[src/sv/atmv_pkg.sv]
`default_nettype none
// -----------------------------------------------------------------------------
// atmv_pkg
// Shared widths, constants and controller/datapath interface types for the
// trimmed-mean voltage chain.
// -----------------------------------------------------------------------------
package atmv_pkg;

    localparam int SAMPLE_W  = 12;
    localparam int VOLT_W    = 16;
    localparam int PROD_W    = 2 * VOLT_W;
    localparam int REF_SHIFT = 12;          // full scale of the converter: 4096 codes
    localparam int DIFF_W    = VOLT_W + 2;  // signed sum - max - min of a group

    // Divider gain of the device channel: (512 + 82) / 82
    localparam int GAIN_NUM  = 512 + 82;
    localparam int GAIN_DEN  = 82;

    // Shared constant divider: dividend covers volt * GAIN_NUM
    localparam int DIV_W     = 26;

    localparam int DEF_GROUP_ATTEMPTS = 5;
    localparam int DEF_BLOCK_LENGTH   = 6;

    // Configuration port
    localparam int PADDR_W = 3;
    localparam int PDATA_W = 32;
    localparam logic CFG_REF_IDX = 1'b0;
    localparam logic CFG_DEV_IDX = 1'b1;
    localparam logic [VOLT_W-1:0] REF_RESET = 16'd3300;
    localparam logic DEV_RESET = 1'b1;

    // Which constant the shared divider divides by
    typedef enum logic [1:0] {
        DIV_GROUP,
        DIV_GAIN,
        DIV_BLOCK
    } t_div_sel;

    typedef struct packed {
        logic take;        // accept one conversion attempt
        logic grp_start;   // divide trimmed group sum, clear group
        logic mul_ref;     // product <= mean * reference
        logic volt_load;   // voltage <= product / 4096
        logic mul_gain;    // product <= voltage * gain numerator
        logic gain_start;  // divide product by gain denominator
        logic blk_add;     // add scaled voltage to block
        logic blk_start;   // divide trimmed block sum, clear block
        logic held_load;   // held mean <= quotient
        logic out_load;    // load output register
    } t_dp_cmd;

    typedef struct packed {
        logic grp_last;    // next attempt closes the group
        logic blk_last;    // next value closes the block
        logic div_busy;
        logic div_done;
    } t_dp_stat;

endpackage
`default_nettype wire

[src/sv/atmv_div.sv]
`default_nettype none
// -----------------------------------------------------------------------------
// atmv_div
// Constant divider by reciprocal multiplication, unsigned operands. The
// dividend is registered at start, multiplied in the next cycle, and the
// quotient is valid from the done cycle until the next start.
// -----------------------------------------------------------------------------
module atmv_div
    import atmv_pkg::*;
#(
    parameter int GRP_DIVISOR = DEF_GROUP_ATTEMPTS - 2,
    parameter int BLK_DIVISOR = DEF_BLOCK_LENGTH - 2
) (
    input  logic             i_clk,
    input  logic             i_rst_n,
    input  logic             i_start,
    input  t_div_sel         i_sel,
    input  logic [DIV_W-1:0] i_dividend,
    output logic             o_busy,
    output logic             o_done,
    output logic [DIV_W-1:0] o_quotient
);

    // floor(x / d) = (x * ceil(2^k / d)) >> k for x < 2^DIV_W, k = DIV_W + clog2(d)
    localparam int REC_W  = DIV_W + 1;
    localparam int PRD_W  = DIV_W + REC_W;
    localparam int GRP_K  = DIV_W + $clog2(GRP_DIVISOR);
    localparam int GAIN_K = DIV_W + $clog2(GAIN_DEN);
    localparam int BLK_K  = DIV_W + $clog2(BLK_DIVISOR);
    localparam logic [REC_W-1:0] GRP_REC  = REC_W'(((longint'(1) << GRP_K)
        + longint'(GRP_DIVISOR) - 1) / longint'(GRP_DIVISOR));
    localparam logic [REC_W-1:0] GAIN_REC = REC_W'(((longint'(1) << GAIN_K)
        + longint'(GAIN_DEN) - 1) / longint'(GAIN_DEN));
    localparam logic [REC_W-1:0] BLK_REC  = REC_W'(((longint'(1) << BLK_K)
        + longint'(BLK_DIVISOR) - 1) / longint'(BLK_DIVISOR));

    logic             r_busy;
    logic             r_done;
    t_div_sel         r_sel;
    logic [DIV_W-1:0] r_dvd;
    logic [PRD_W-1:0] r_prod;
    logic [REC_W-1:0] recip;

    always_comb begin
        unique case (r_sel)
            DIV_GAIN: begin
                recip      = GAIN_REC;
                o_quotient = DIV_W'(r_prod >> GAIN_K);
            end
            DIV_BLOCK: begin
                recip      = BLK_REC;
                o_quotient = DIV_W'(r_prod >> BLK_K);
            end
            default: begin
                recip      = GRP_REC;
                o_quotient = DIV_W'(r_prod >> GRP_K);
            end
        endcase
    end

    always_ff @(posedge i_clk) begin
        if (!i_rst_n) begin
            r_busy <= 1'b0;
            r_done <= 1'b0;
            r_sel  <= DIV_GROUP;
        end else begin
            r_busy <= i_start;
            r_done <= r_busy;
            if (i_start) begin
                r_sel <= i_sel;
            end
        end
    end

    always_ff @(posedge i_clk) begin
        if (i_start) begin
            r_dvd <= i_dividend;
        end
        if (r_busy) begin
            r_prod <= PRD_W'(r_dvd) * PRD_W'(recip);
        end
    end

    assign o_busy = r_busy;
    assign o_done = r_done;

endmodule
`default_nettype wire

[src/sv/atmv_dp.sv]
`default_nettype none
// -----------------------------------------------------------------------------
// atmv_dp
// Datapath: group and block accumulators, shared multiplier, shared constant
// divider and the output register.
// -----------------------------------------------------------------------------
module atmv_dp
    import atmv_pkg::*;
#(
    parameter int GROUP_ATTEMPTS = DEF_GROUP_ATTEMPTS,
    parameter int BLOCK_LENGTH   = DEF_BLOCK_LENGTH
) (
    input  logic                i_clk,
    input  logic                i_rst_n,
    input  t_dp_cmd             i_cmd,
    input  logic [SAMPLE_W-1:0] i_sample,
    input  logic                i_converted,
    input  logic [VOLT_W-1:0]   i_ref,
    input  logic                i_device,
    output t_dp_stat            o_stat,
    output logic [VOLT_W-1:0]   o_voltage,
    output logic                o_filtered
);

    localparam int GCNT_W = $clog2(GROUP_ATTEMPTS);
    localparam int BCNT_W = $clog2(BLOCK_LENGTH);
    localparam int BSUM_W = VOLT_W + $clog2(BLOCK_LENGTH);
    localparam logic [VOLT_W-1:0] GAIN_FACTOR = VOLT_W'(GAIN_NUM);

    // Group state
    logic [GCNT_W-1:0]   r_gcnt;
    logic [VOLT_W-1:0]   r_gsum;
    logic [SAMPLE_W-1:0] r_gmax;
    logic [VOLT_W-1:0]   r_gmin;
    // Block state
    logic [BCNT_W-1:0]   r_bcnt;
    logic [BSUM_W-1:0]   r_bsum;
    logic [VOLT_W-1:0]   r_bmax;
    logic [VOLT_W-1:0]   r_bmin;
    logic [VOLT_W-1:0]   r_held;
    // Working registers
    logic                r_gneg;
    logic [PROD_W-1:0]   r_prod;
    logic [VOLT_W-1:0]   r_volt;
    logic [VOLT_W-1:0]   r_out_volt;
    logic                r_out_filt;

    logic [DIFF_W-1:0]   g_diff;
    logic                g_neg;
    logic [DIFF_W-1:0]   g_mag;
    logic [BSUM_W-1:0]   b_trim;
    logic                div_start;
    logic [DIV_W-1:0]    div_dividend;
    t_div_sel            div_sel;
    logic                div_busy;
    logic                div_done;
    logic [DIV_W-1:0]    div_quo;
    logic [VOLT_W-1:0]   quo16;
    logic [VOLT_W-1:0]   mean;
    logic [VOLT_W-1:0]   mul_a;
    logic [VOLT_W-1:0]   mul_b;
    logic                use_held;

    always_comb begin
        g_diff = DIFF_W'(r_gsum) - DIFF_W'(r_gmax) - DIFF_W'(r_gmin);
        g_neg  = g_diff[DIFF_W-1];
        g_mag  = g_neg ? (~g_diff + 1'b1) : g_diff;
        // Block sum always contains both extremes, so this stays non-negative
        b_trim = r_bsum - BSUM_W'(r_bmax) - BSUM_W'(r_bmin);
    end

    always_comb begin
        div_start    = i_cmd.grp_start | i_cmd.gain_start | i_cmd.blk_start;
        div_dividend = DIV_W'(g_mag);
        div_sel      = DIV_GROUP;
        if (i_cmd.gain_start) begin
            div_dividend = r_prod[DIV_W-1:0];
            div_sel      = DIV_GAIN;
        end else if (i_cmd.blk_start) begin
            div_dividend = DIV_W'(b_trim);
            div_sel      = DIV_BLOCK;
        end
    end

    atmv_div #(
        .GRP_DIVISOR (GROUP_ATTEMPTS - 2),
        .BLK_DIVISOR (BLOCK_LENGTH - 2)
    ) u_div (
        .i_clk      (i_clk),
        .i_rst_n    (i_rst_n),
        .i_start    (div_start),
        .i_sel      (div_sel),
        .i_dividend (div_dividend),
        .o_busy     (div_busy),
        .o_done     (div_done),
        .o_quotient (div_quo)
    );

    always_comb begin
        quo16 = div_quo[VOLT_W-1:0];
        // Truncation toward zero: negate the magnitude quotient, keep 16 bits
        mean  = r_gneg ? (~quo16 + 1'b1) : quo16;
        mul_a = i_cmd.mul_ref ? mean  : r_volt;
        mul_b = i_cmd.mul_ref ? i_ref : GAIN_FACTOR;
        use_held = i_device && (r_held != '0);
    end

    always_ff @(posedge i_clk) begin
        if (!i_rst_n) begin
            r_gcnt <= '0;
            r_gsum <= '0;
            r_gmax <= '0;
            r_gmin <= '1;
            r_bcnt <= '0;
            r_bsum <= '0;
            r_bmax <= '0;
            r_bmin <= '1;
            r_held <= '0;
        end else begin
            if (i_cmd.take) begin
                if (i_converted) begin
                    r_gsum <= r_gsum + VOLT_W'(i_sample);
                    if (i_sample > r_gmax) begin
                        r_gmax <= i_sample;
                    end
                    if (VOLT_W'(i_sample) < r_gmin) begin
                        r_gmin <= VOLT_W'(i_sample);
                    end
                end
                r_gcnt <= o_stat.grp_last ? '0 : r_gcnt + 1'b1;
            end
            if (i_cmd.grp_start) begin
                r_gsum <= '0;
                r_gmax <= '0;
                r_gmin <= '1;
            end
            if (i_cmd.blk_add) begin
                r_bsum <= r_bsum + BSUM_W'(quo16);
                if (quo16 > r_bmax) begin
                    r_bmax <= quo16;
                end
                if (quo16 < r_bmin) begin
                    r_bmin <= quo16;
                end
                r_bcnt <= o_stat.blk_last ? '0 : r_bcnt + 1'b1;
            end
            if (i_cmd.blk_start) begin
                r_bsum <= '0;
                r_bmax <= '0;
                r_bmin <= '1;
            end
            if (i_cmd.held_load) begin
                r_held <= quo16;
            end
        end
    end

    always_ff @(posedge i_clk) begin
        if (i_cmd.grp_start) begin
            r_gneg <= g_neg;
        end
        if (i_cmd.mul_ref || i_cmd.mul_gain) begin
            r_prod <= PROD_W'(mul_a) * PROD_W'(mul_b);
        end
        if (i_cmd.volt_load) begin
            r_volt <= r_prod[REF_SHIFT +: VOLT_W];
        end else if (i_cmd.blk_add) begin
            r_volt <= quo16;
        end
        if (i_cmd.out_load) begin
            r_out_volt <= use_held ? r_held : r_volt;
            r_out_filt <= use_held;
        end
    end

    assign o_stat.grp_last = (r_gcnt == GCNT_W'(GROUP_ATTEMPTS - 1));
    assign o_stat.blk_last = (r_bcnt == BCNT_W'(BLOCK_LENGTH - 1));
    assign o_stat.div_busy = div_busy;
    assign o_stat.div_done = div_done;
    assign o_voltage       = r_out_volt;
    assign o_filtered      = r_out_filt;

endmodule
`default_nettype wire

[src/sv/atmv_ctrl.sv]
`default_nettype none
// -----------------------------------------------------------------------------
// atmv_ctrl
// Sequencer: takes attempts, walks the group-end computation and hands the
// result beat to the output register.
// -----------------------------------------------------------------------------
module atmv_ctrl
    import atmv_pkg::*;
(
    input  logic     i_clk,
    input  logic     i_rst_n,
    input  logic     i_in_valid,
    input  logic     i_out_ready,
    input  logic     i_device,
    input  t_dp_stat i_stat,
    output logic     o_in_ready,
    output logic     o_out_valid,
    output t_dp_cmd  o_cmd
);

    typedef enum logic [3:0] {
        S_IDLE,
        S_GSTART,
        S_GWAIT,
        S_MREF,
        S_VOLT,
        S_GAIN,
        S_DSTART,
        S_DWAIT,
        S_BLK,
        S_BSTART,
        S_BWAIT,
        S_HOLD,
        S_OUT
    } t_state;

    t_state r_state;
    t_state n_state;
    logic   r_out_valid;
    logic   n_out_valid;
    logic   out_free;

    assign out_free = !r_out_valid || i_out_ready;

    always_comb begin
        o_cmd            = '0;
        o_cmd.take       = (r_state == S_IDLE) && i_in_valid;
        o_cmd.grp_start  = (r_state == S_GSTART);
        o_cmd.mul_ref    = (r_state == S_MREF);
        o_cmd.volt_load  = (r_state == S_VOLT);
        o_cmd.mul_gain   = (r_state == S_GAIN);
        o_cmd.gain_start = (r_state == S_DSTART);
        o_cmd.blk_add    = (r_state == S_BLK);
        o_cmd.blk_start  = (r_state == S_BSTART);
        o_cmd.held_load  = (r_state == S_HOLD);
        o_cmd.out_load   = (r_state == S_OUT) && out_free;
    end

    always_comb begin
        n_state = r_state;
        unique case (r_state)
            S_IDLE: begin
                if (i_in_valid && i_stat.grp_last) begin
                    n_state = S_GSTART;
                end
            end
            S_GSTART: n_state = S_GWAIT;
            S_GWAIT: begin
                if (i_stat.div_done) begin
                    n_state = S_MREF;
                end
            end
            S_MREF: n_state = S_VOLT;
            S_VOLT: n_state = i_device ? S_GAIN : S_OUT;
            S_GAIN: n_state = S_DSTART;
            S_DSTART: n_state = S_DWAIT;
            S_DWAIT: begin
                if (i_stat.div_done) begin
                    n_state = S_BLK;
                end
            end
            S_BLK: n_state = i_stat.blk_last ? S_BSTART : S_OUT;
            S_BSTART: n_state = S_BWAIT;
            S_BWAIT: begin
                if (i_stat.div_done) begin
                    n_state = S_HOLD;
                end
            end
            S_HOLD: n_state = S_OUT;
            S_OUT: begin
                if (out_free) begin
                    n_state = S_IDLE;
                end
            end
            default: n_state = S_IDLE;
        endcase
    end

    always_comb begin
        n_out_valid = r_out_valid;
        if (o_cmd.out_load) begin
            n_out_valid = 1'b1;
        end else if (r_out_valid && i_out_ready) begin
            n_out_valid = 1'b0;
        end
    end

    always_ff @(posedge i_clk) begin
        if (!i_rst_n) begin
            r_state     <= S_IDLE;
            r_out_valid <= 1'b0;
        end else begin
            r_state     <= n_state;
            r_out_valid <= n_out_valid;
        end
    end

    assign o_in_ready  = (r_state == S_IDLE);
    assign o_out_valid = r_out_valid;

endmodule
`default_nettype wire

[src/sv/atmv_regs.sv]
`default_nettype none
// -----------------------------------------------------------------------------
// atmv_regs
// Configuration registers behind the APB port: reference millivolts and
// channel select.
// -----------------------------------------------------------------------------
module atmv_regs
    import atmv_pkg::*;
(
    input  logic               i_clk,
    input  logic               i_rst_n,
    input  logic               psel,
    input  logic               penable,
    input  logic               pwrite,
    input  logic [PADDR_W-1:0] paddr,
    input  logic [PDATA_W-1:0] pwdata,
    output logic [PDATA_W-1:0] prdata,
    output logic               pready,
    output logic [VOLT_W-1:0]  o_ref,
    output logic               o_device
);

    logic [VOLT_W-1:0] r_ref;
    logic              r_dev;
    logic              wr_en;
    logic              reg_idx;

    assign pready  = 1'b1;
    assign wr_en   = psel && penable && pwrite && pready;
    assign reg_idx = paddr[2];

    always_ff @(posedge i_clk) begin
        if (!i_rst_n) begin
            r_ref <= REF_RESET;
            r_dev <= DEV_RESET;
        end else if (wr_en) begin
            unique case (reg_idx)
                CFG_REF_IDX: r_ref <= pwdata[VOLT_W-1:0];
                CFG_DEV_IDX: r_dev <= pwdata[0];
                default: ;
            endcase
        end
    end

    always_comb begin
        unique case (reg_idx)
            CFG_REF_IDX: prdata = PDATA_W'(r_ref);
            CFG_DEV_IDX: prdata = PDATA_W'(r_dev);
            default:     prdata = '0;
        endcase
    end

    assign o_ref    = r_ref;
    assign o_device = r_dev;

endmodule
`default_nettype wire

[src/sv/adc_trimmed_mean_voltage_chain.sv]
`default_nettype none
// -----------------------------------------------------------------------------
// adc_trimmed_mean_voltage_chain
// Trimmed-mean voltage measurement chain with optional block filter.
// -----------------------------------------------------------------------------
// Each input beat is one conversion attempt (sample, converted flag). Every
// GROUP_ATTEMPTS attempts one output beat is produced: the good samples minus
// their highest and lowest, divided by GROUP_ATTEMPTS-2, scaled by
// ref_millivolts/4096. In device mode the value is scaled by 594/82 and fed to
// a block filter that holds the trimmed mean of every BLOCK_LENGTH values;
// tuser marks a held mean. An attempt that does not close a group is taken
// without a stall. A group-closing attempt keeps the input stalled while one
// reciprocal-multiply constant divider and one 16x16 multiplier work through
// the group division and reference multiply, in device mode also the gain
// multiply and division, and the block division when a block also closes,
// plus any wait for the previous output beat to be taken. The output register
// lets the next attempts in while a result beat waits.
// -----------------------------------------------------------------------------
module adc_trimmed_mean_voltage_chain
    import atmv_pkg::*;
#(
    parameter int GROUP_ATTEMPTS = DEF_GROUP_ATTEMPTS,
    parameter int BLOCK_LENGTH   = DEF_BLOCK_LENGTH
) (
    input  logic               i_clk,
    input  logic               i_rst_n,
    // Input stream
    input  logic               s_axis_tvalid,
    output logic               s_axis_tready,
    input  logic [15:0]        s_axis_tdata,  // [11:0] sample, [15:12] zero
    input  logic               s_axis_tuser,  // [0] converted
    // Output stream
    output logic               m_axis_tvalid,
    input  logic               m_axis_tready,
    output logic [15:0]        m_axis_tdata,  // [15:0] voltage
    output logic               m_axis_tuser,  // [0] filtered
    // Configuration
    input  logic               psel,
    input  logic               penable,
    input  logic               pwrite,
    input  logic [PADDR_W-1:0] paddr,
    input  logic [PDATA_W-1:0] pwdata,
    output logic [PDATA_W-1:0] prdata,
    output logic               pready
);

    logic [VOLT_W-1:0] cfg_ref;
    logic              cfg_device;
    t_dp_cmd           dp_cmd;
    t_dp_stat          dp_stat;

    atmv_regs u_regs (
        .i_clk    (i_clk),
        .i_rst_n  (i_rst_n),
        .psel     (psel),
        .penable  (penable),
        .pwrite   (pwrite),
        .paddr    (paddr),
        .pwdata   (pwdata),
        .prdata   (prdata),
        .pready   (pready),
        .o_ref    (cfg_ref),
        .o_device (cfg_device)
    );

    atmv_ctrl u_ctrl (
        .i_clk       (i_clk),
        .i_rst_n     (i_rst_n),
        .i_in_valid  (s_axis_tvalid),
        .i_out_ready (m_axis_tready),
        .i_device    (cfg_device),
        .i_stat      (dp_stat),
        .o_in_ready  (s_axis_tready),
        .o_out_valid (m_axis_tvalid),
        .o_cmd       (dp_cmd)
    );

    atmv_dp #(
        .GROUP_ATTEMPTS (GROUP_ATTEMPTS),
        .BLOCK_LENGTH   (BLOCK_LENGTH)
    ) u_dp (
        .i_clk       (i_clk),
        .i_rst_n     (i_rst_n),
        .i_cmd       (dp_cmd),
        .i_sample    (s_axis_tdata[SAMPLE_W-1:0]),
        .i_converted (s_axis_tuser),
        .i_ref       (cfg_ref),
        .i_device    (cfg_device),
        .o_stat      (dp_stat),
        .o_voltage   (m_axis_tdata),
        .o_filtered  (m_axis_tuser)
    );

`ifndef SYNTHESIS
    a_no_take_while_dividing: assert property (
        @(posedge i_clk) disable iff (!i_rst_n)
        dp_stat.div_busy |-> !s_axis_tready
    ) else $error("input ready while divider busy");

    a_div_done_pulse: assert property (
        @(posedge i_clk) disable iff (!i_rst_n)
        dp_stat.div_done |=> !dp_stat.div_done
    ) else $error("divider done held longer than one cycle");

    a_group_end_stalls: assert property (
        @(posedge i_clk) disable iff (!i_rst_n)
        (s_axis_tvalid && s_axis_tready && dp_stat.grp_last) |=> !s_axis_tready
    ) else $error("group-closing beat did not stall input");
`endif

endmodule
`default_nettype wire

[config.mk]
export PLATFORM = sky130hd
export DESIGN_NAME = adc_trimmed_mean_voltage_chain
export DESIGN_NICKNAME = d
export VERILOG_FILES = /design/src/sv/atmv_pkg.sv /design/src/sv/atmv_div.sv /design/src/sv/atmv_dp.sv /design/src/sv/atmv_ctrl.sv /design/src/sv/atmv_regs.sv /design/src/sv/adc_trimmed_mean_voltage_chain.sv
export SDC_FILE = /design/constraint.sdc
export NUM_CORES = 2
export LEC_CHECK = 0
export BUFFER_PORTS_ARGS = -buffer_cell sky130_fd_sc_hd__buf_2
export CAP_MARGIN = 20
export CORE_AREA = 2 2 266 268
export DETAILED_ROUTE_END_ITERATION = 12
export DIE_AREA = 0 0 268 270
export HOLD_SLACK_MARGIN = 0.06
export PLACE_DENSITY = 0.81
export SLEW_MARGIN = 0
export SYNTH_ARGS = -nofsm -noshare
export SYNTH_HDL_FRONTEND = slang
export SYNTH_SLANG_ARGS = --single-unit
[constraint.sdc]
create_clock -name i_clk -period 11.7 [get_ports i_clk]
set_input_delay 1.755 -clock i_clk [delete_from_list [all_inputs] [get_ports i_clk]]
set_output_delay 1.755 -clock i_clk [all_outputs]
set_load 0.03 [all_outputs]
==> impl_metrics.prom <==
# TYPE chip_impl_metric gauge
chip_impl_metric{name="routabilityCongestion",unit=""} 1.02
chip_impl_metric{name="setup_viol",unit=""} 0
chip_impl_metric{name="io-pin-count",unit=""} 111
chip_impl_metric{name="die_area",unit="mm²"} 0.0724
chip_impl_metric{name="synth_async_sr_flop_share",unit=""} 0
chip_impl_metric{name="timing.clock.skew",unit="ns"} 0.0201
chip_impl_metric{name="avgRoutedWirePerCell",unit="µm"} 19.7
chip_impl_metric{name="grt_start_max_net_pins",unit=""} 53
chip_impl_metric{name="holdPathStages",unit=""} 2
chip_impl_metric{name="power_frac_comb",unit=""} 0.767
chip_impl_metric{name="n_antenna_cell",unit=""} 0
chip_impl_metric{name="achievable-frequency",unit="MHz"} 106
chip_impl_metric{name="cts_made_buffers",unit=""} 26
chip_impl_metric{name="critPathMaxFanout",unit=""} 22
chip_impl_metric{name="non_filler_instance_count_after_layout",unit=""} 5032
chip_impl_info{name="yosys.area.top_type",value="sky130_fd_sc_hd__fa_1"} 1
chip_impl_metric{name="drt_first_iter_violations",unit=""} 2528
chip_impl_info{name="crit_start",value="u_dp.u_div.r_sel[1]"} 1
chip_impl_metric{name="core",unit="mm²"} 0.0695
chip_impl_info{name="clock_tree.root_cell",value="sky130_fd_sc_hd__clkbuf_16"} 1
chip_impl_metric{name="global_route_wire_length_before_repair",unit="mm"} 159
chip_impl_info{name="hold_path_end",value="u_dp.r_gsum[11]"} 1
chip_impl_metric{name="postCtsHoldBufs",unit=""} 0
chip_impl_info{name="tritoncts",value="done"} 1
chip_impl_metric{name="cts-resized-gates",unit=""} 0
chip_impl_info{name="category_of_the_worst_setup_path_launch_point",value="flop"} 1
chip_impl_metric{name="place_worst_setup_slack",unit="ns"} 2.48
chip_impl_metric{name="seq_power_share",unit=""} 0.138
chip_impl_metric{name="dp_hpwl",unit="mm"} 82.2
chip_impl_info{name="hold_class",value="reg -> reg"} 1
chip_impl_metric{name="min_period_over_period",unit=""} 0.806
chip_impl_metric{name="swShare",unit=""} 0.498
chip_impl_info{name="ys_top_cells_by_count",value="sky130_fd_sc_hd__inv_1 (909), sky130_fd_sc_hd__fa_1 (598), sky130_fd_sc_hd__ha_1 (465)"} 1
chip_impl_metric{name="cell_variety_after_synth",unit=""} 88
chip_impl_metric{name="data_arrival_time_of_the_worst_path",unit="ns"} 9.75
chip_impl_metric{name="pwr-share-clk",unit=""} 0.096
chip_impl_metric{name="p_int",unit="mW"} 4.51
chip_impl_metric{name="first_global_vias",unit=""} 29875
chip_impl_metric{name="port-buffer-count",unit=""} 71
chip_impl_metric{name="timing_max_transition_violations_final",unit=""} 0
chip_impl_metric{name="synth_sequential_area_ratio",unit=""} 0.161
chip_impl_metric{name="p_per_area",unit="mW/mm²"} 224
chip_impl_info{name="start_point_of_the_worst_min_delay_path",value="u_dp.r_gsum[11]"} 1
chip_impl_metric{name="reg2regPathDepth",unit=""} 34
chip_impl_metric{name="synthToLayoutAreaGrowth",unit="%"} 6.06
chip_impl_metric{name="die_height",unit="µm"} 270
chip_impl_info{name="cpMaxStageDelayCell",value="sky130_fd_sc_hd__fa_1"} 1
chip_impl_metric{name="synth_area_per_cell",unit="µm²"} 9.38
chip_impl_metric{name="power.switching",unit="mW"} 4.47
chip_impl_metric{name="worst-r2r-setup-slack",unit="ns"} 2.27
chip_impl_metric{name="grt.overflow.total",unit=""} 0
chip_impl_metric{name="cts.htree.levels",unit=""} 1
chip_impl_metric{name="yosys_register_bits",unit=""} 249
chip_impl_metric{name="number_of_iterations_in_the_first_detailed_routing_pass",unit=""} 6
chip_impl_metric{name="placedCellCount",unit=""} 4983
chip_impl_metric{name="grt_antenna_before_repair",unit=""} 2
chip_impl_info{name="critical_path_sink_type",value="flop"} 1
chip_impl_metric{name="post-cts-setup-buffer-count",unit=""} 0
chip_impl_metric{name="timing.critical_path.slowest_cell_delay",unit="ns"} 0.55
chip_impl_info{name="path_class",value="reg -> reg"} 1
chip_impl_info{name="run_status",value="finished, final reports clean"} 1
chip_impl_metric{name="timing_worst_slew_pin_value",unit="ns"} 1.19
chip_impl_metric{name="fin_worst_hold_slack",unit="ns"} 0.490
chip_impl_metric{name="floorplan.die.width",unit="µm"} 268
chip_impl_info{name="crit-reg2reg-launch",value="u_dp.u_div.r_sel[1]"} 1
chip_impl_metric{name="drc_errors",unit=""} 0
chip_impl_info{name="synth.most_common_cell",value="sky130_fd_sc_hd__inv_1"} 1
chip_impl_info{name="most_used_flip_flop_cell_after_synthesis",value="sky130_fd_sc_hd__dfxtp_1"} 1
chip_impl_metric{name="nets",unit=""} 5194
chip_impl_info{name="r2r_end",value="u_dp.r_prod[27]"} 1
chip_impl_metric{name="placementRows",unit=""} 97
chip_impl_metric{name="final_period_minus_worst_setup_slack",unit="ns"} 9.43
chip_impl_metric{name="clockBufferDepth",unit=""} 3
chip_impl_metric{name="numClockSinks",unit=""} 249
chip_impl_metric{name="vias",unit=""} 28344
chip_impl_metric{name="mapped_cells",unit=""} 4035
chip_impl_metric{name="drive_gt1_frac",unit=""} 0.0552
chip_impl_metric{name="route.detailed.vias_per_inst",unit=""} 5.63
chip_impl_metric{name="synth_top_cell_area_share",unit=""} 0.316
chip_impl_metric{name="clk-insertion-delay-late",unit="ns"} 0.58
chip_impl_metric{name="antenna_left",unit=""} 0
chip_impl_info{name="post_synth_main_area_contributors",value="sky130_fd_sc_hd__fa_1 (32%), sky130_fd_sc_hd__ha_1 (15%), sky130_fd_sc_hd__inv_1 (9.0%)"} 1
chip_impl_metric{name="yosys_warnings",unit=""} 0
chip_impl_metric{name="track_usage",unit=""} 0.280
chip_impl_metric{name="worst_slack",unit="ns"} 2.27
chip_impl_metric{name="drt_wl_total",unit="mm"} 99.0
chip_impl_metric{name="floorplan.initialDensity",unit=""} 0.544
chip_impl_metric{name="setup_total_negative_slack",unit="ns"} 0
chip_impl_metric{name="critical_path_required",unit="ns"} 12.02
chip_impl_metric{name="slew_headroom",unit=""} 0.209
chip_impl_metric{name="vdd_ir_drop_max",unit="mV"} 0.520
chip_impl_metric{name="synth-edff-count",unit=""} 109
chip_impl_metric{name="power_leakage",unit="nW"} 19.8
chip_impl_metric{name="maxCapViolations",unit=""} 0
chip_impl_metric{name="clk_pin_slew_worst_paths",unit="ns"} 0.07
chip_impl_metric{name="post_synth_instance_area",unit="mm²"} 0.0378
chip_impl_info{name="rsz_0062_raised_after_global_routing",value="false"} 1
chip_impl_metric{name="finalHoldViolations",unit=""} 0
[cells by family after synthesis]
family / synth area share
muxes: 0.0160
buffers and inverters: 0.104
other: 0.000199
DFF: 0.161
and+or+nand+nor: 0.112
xor gates and xnor gates: 0.0333
adders and majority gates: 0.470
AOI/OAI and AO/OA: 0.103
[flip-flops by register name, indices dropped and copies added, names as in the netlist, 2 cells and up]
signal,flops
u_dp.r_gmin,13
u_dp.r_volt,16
u_regs.o_ref,16
u_ctrl.r_state,4
u_dp.r_bmax,16
u_dp.u_div.r_dvd,26
u_dp.r_gmax,12
u_dp.r_gcnt,3
u_dp.o_voltage,16
u_dp.r_held,16
u_dp.u_div.r_sel,2
u_dp.r_bmin,16
u_dp.r_gsum,16
u_dp.r_bcnt,3
u_dp.u_div.r_prod,21
u_dp.r_prod,28
u_dp.r_bsum,19
[metal layers]
layer  global-route usage  part of all wire
met1                0.372              0.41
met2                0.461              0.47
met3               0.0456             0.084
met4                0.101             0.042
met5                    0           0.00024
[power groups by stage]
| stage | Combinational (mW) | Sequential (mW) | Clock, mW |
|---|---|---|---|
| after global placement | 6.52 | 1.25 | 0 |
| after floorplan | 4.96 | 1.23 | 0 |
| final | 6.88 | 1.23 | 0.858 |
| after global routing | 7.75 | 1.24 | 0.896 |
| after detailed placement | 6.70 | 1.25 | 0 |
| after CTS | 6.83 | 1.23 | 0.870 |
[cells in the final DEF, fill, tap and decap left out, types with 78 or more instances in the layout]
cell type	n
sky130_fd_sc_hd__a21oi_1	161
sky130_fd_sc_hd__and2_1	78
sky130_fd_sc_hd__xnor2_1	98
sky130_fd_sc_hd__ha_1	465
sky130_fd_sc_hd__edfxtp_1	109
sky130_fd_sc_hd__dfxtp_1	140
sky130_fd_sc_hd__o21ai_0	118
sky130_fd_sc_hd__nand2_1	327
sky130_fd_sc_hd__fa_1	598
sky130_fd_sc_hd__inv_1	909
sky130_fd_sc_hd__nor2_1	207
[critical path, delay by kind of cell (launching register included)]
family,cells,cell delay [ns]
adders and majority gates,9,3.77
AOI/OAI and AO/OA,10,2.49
buffers and inverters,9,1.09
and+or+nand+nor,3,0.74
muxes,1,0.49
DFF,1,0.33
xor gates and xnor gates,2,0.25
[area by class of cell]
class | instances | area (µm²)
fill | 5927 | 29400
sequential | 249 | 6080
timing repair buffer | 110 | 648
multi-input combinational | 2773 | 27900
tap | 940 | 1180
clock buffer | 27 | 654
inverter | 912 | 3420
clock inverter | 21 | 214
[how the worst max path moves through the flow]
stage / end / depth (start not counted)
after global placement: u_dp.r_prod[27] / 30
after detailed placement: u_dp.r_prod[27] / 30
final: u_dp.r_prod[27] / 34
after CTS: u_dp.r_prod[27] / 33
after global routing: u_dp.r_prod[27] / 34
after floorplan: u_dp.r_prod[27] / 33
[through the flow]
stage	total power, mW	util	cell area (µm²)
floorplan	6.19	-	37900
global placement	7.77	0.564	39200
detailed placement	7.95	0.564	39200
CTS	8.93	0.577	40100
global route	9.88	0.577	40100
finish	8.97	0.577	40100
Note: power is estimated with default switching activity, not from simulation.
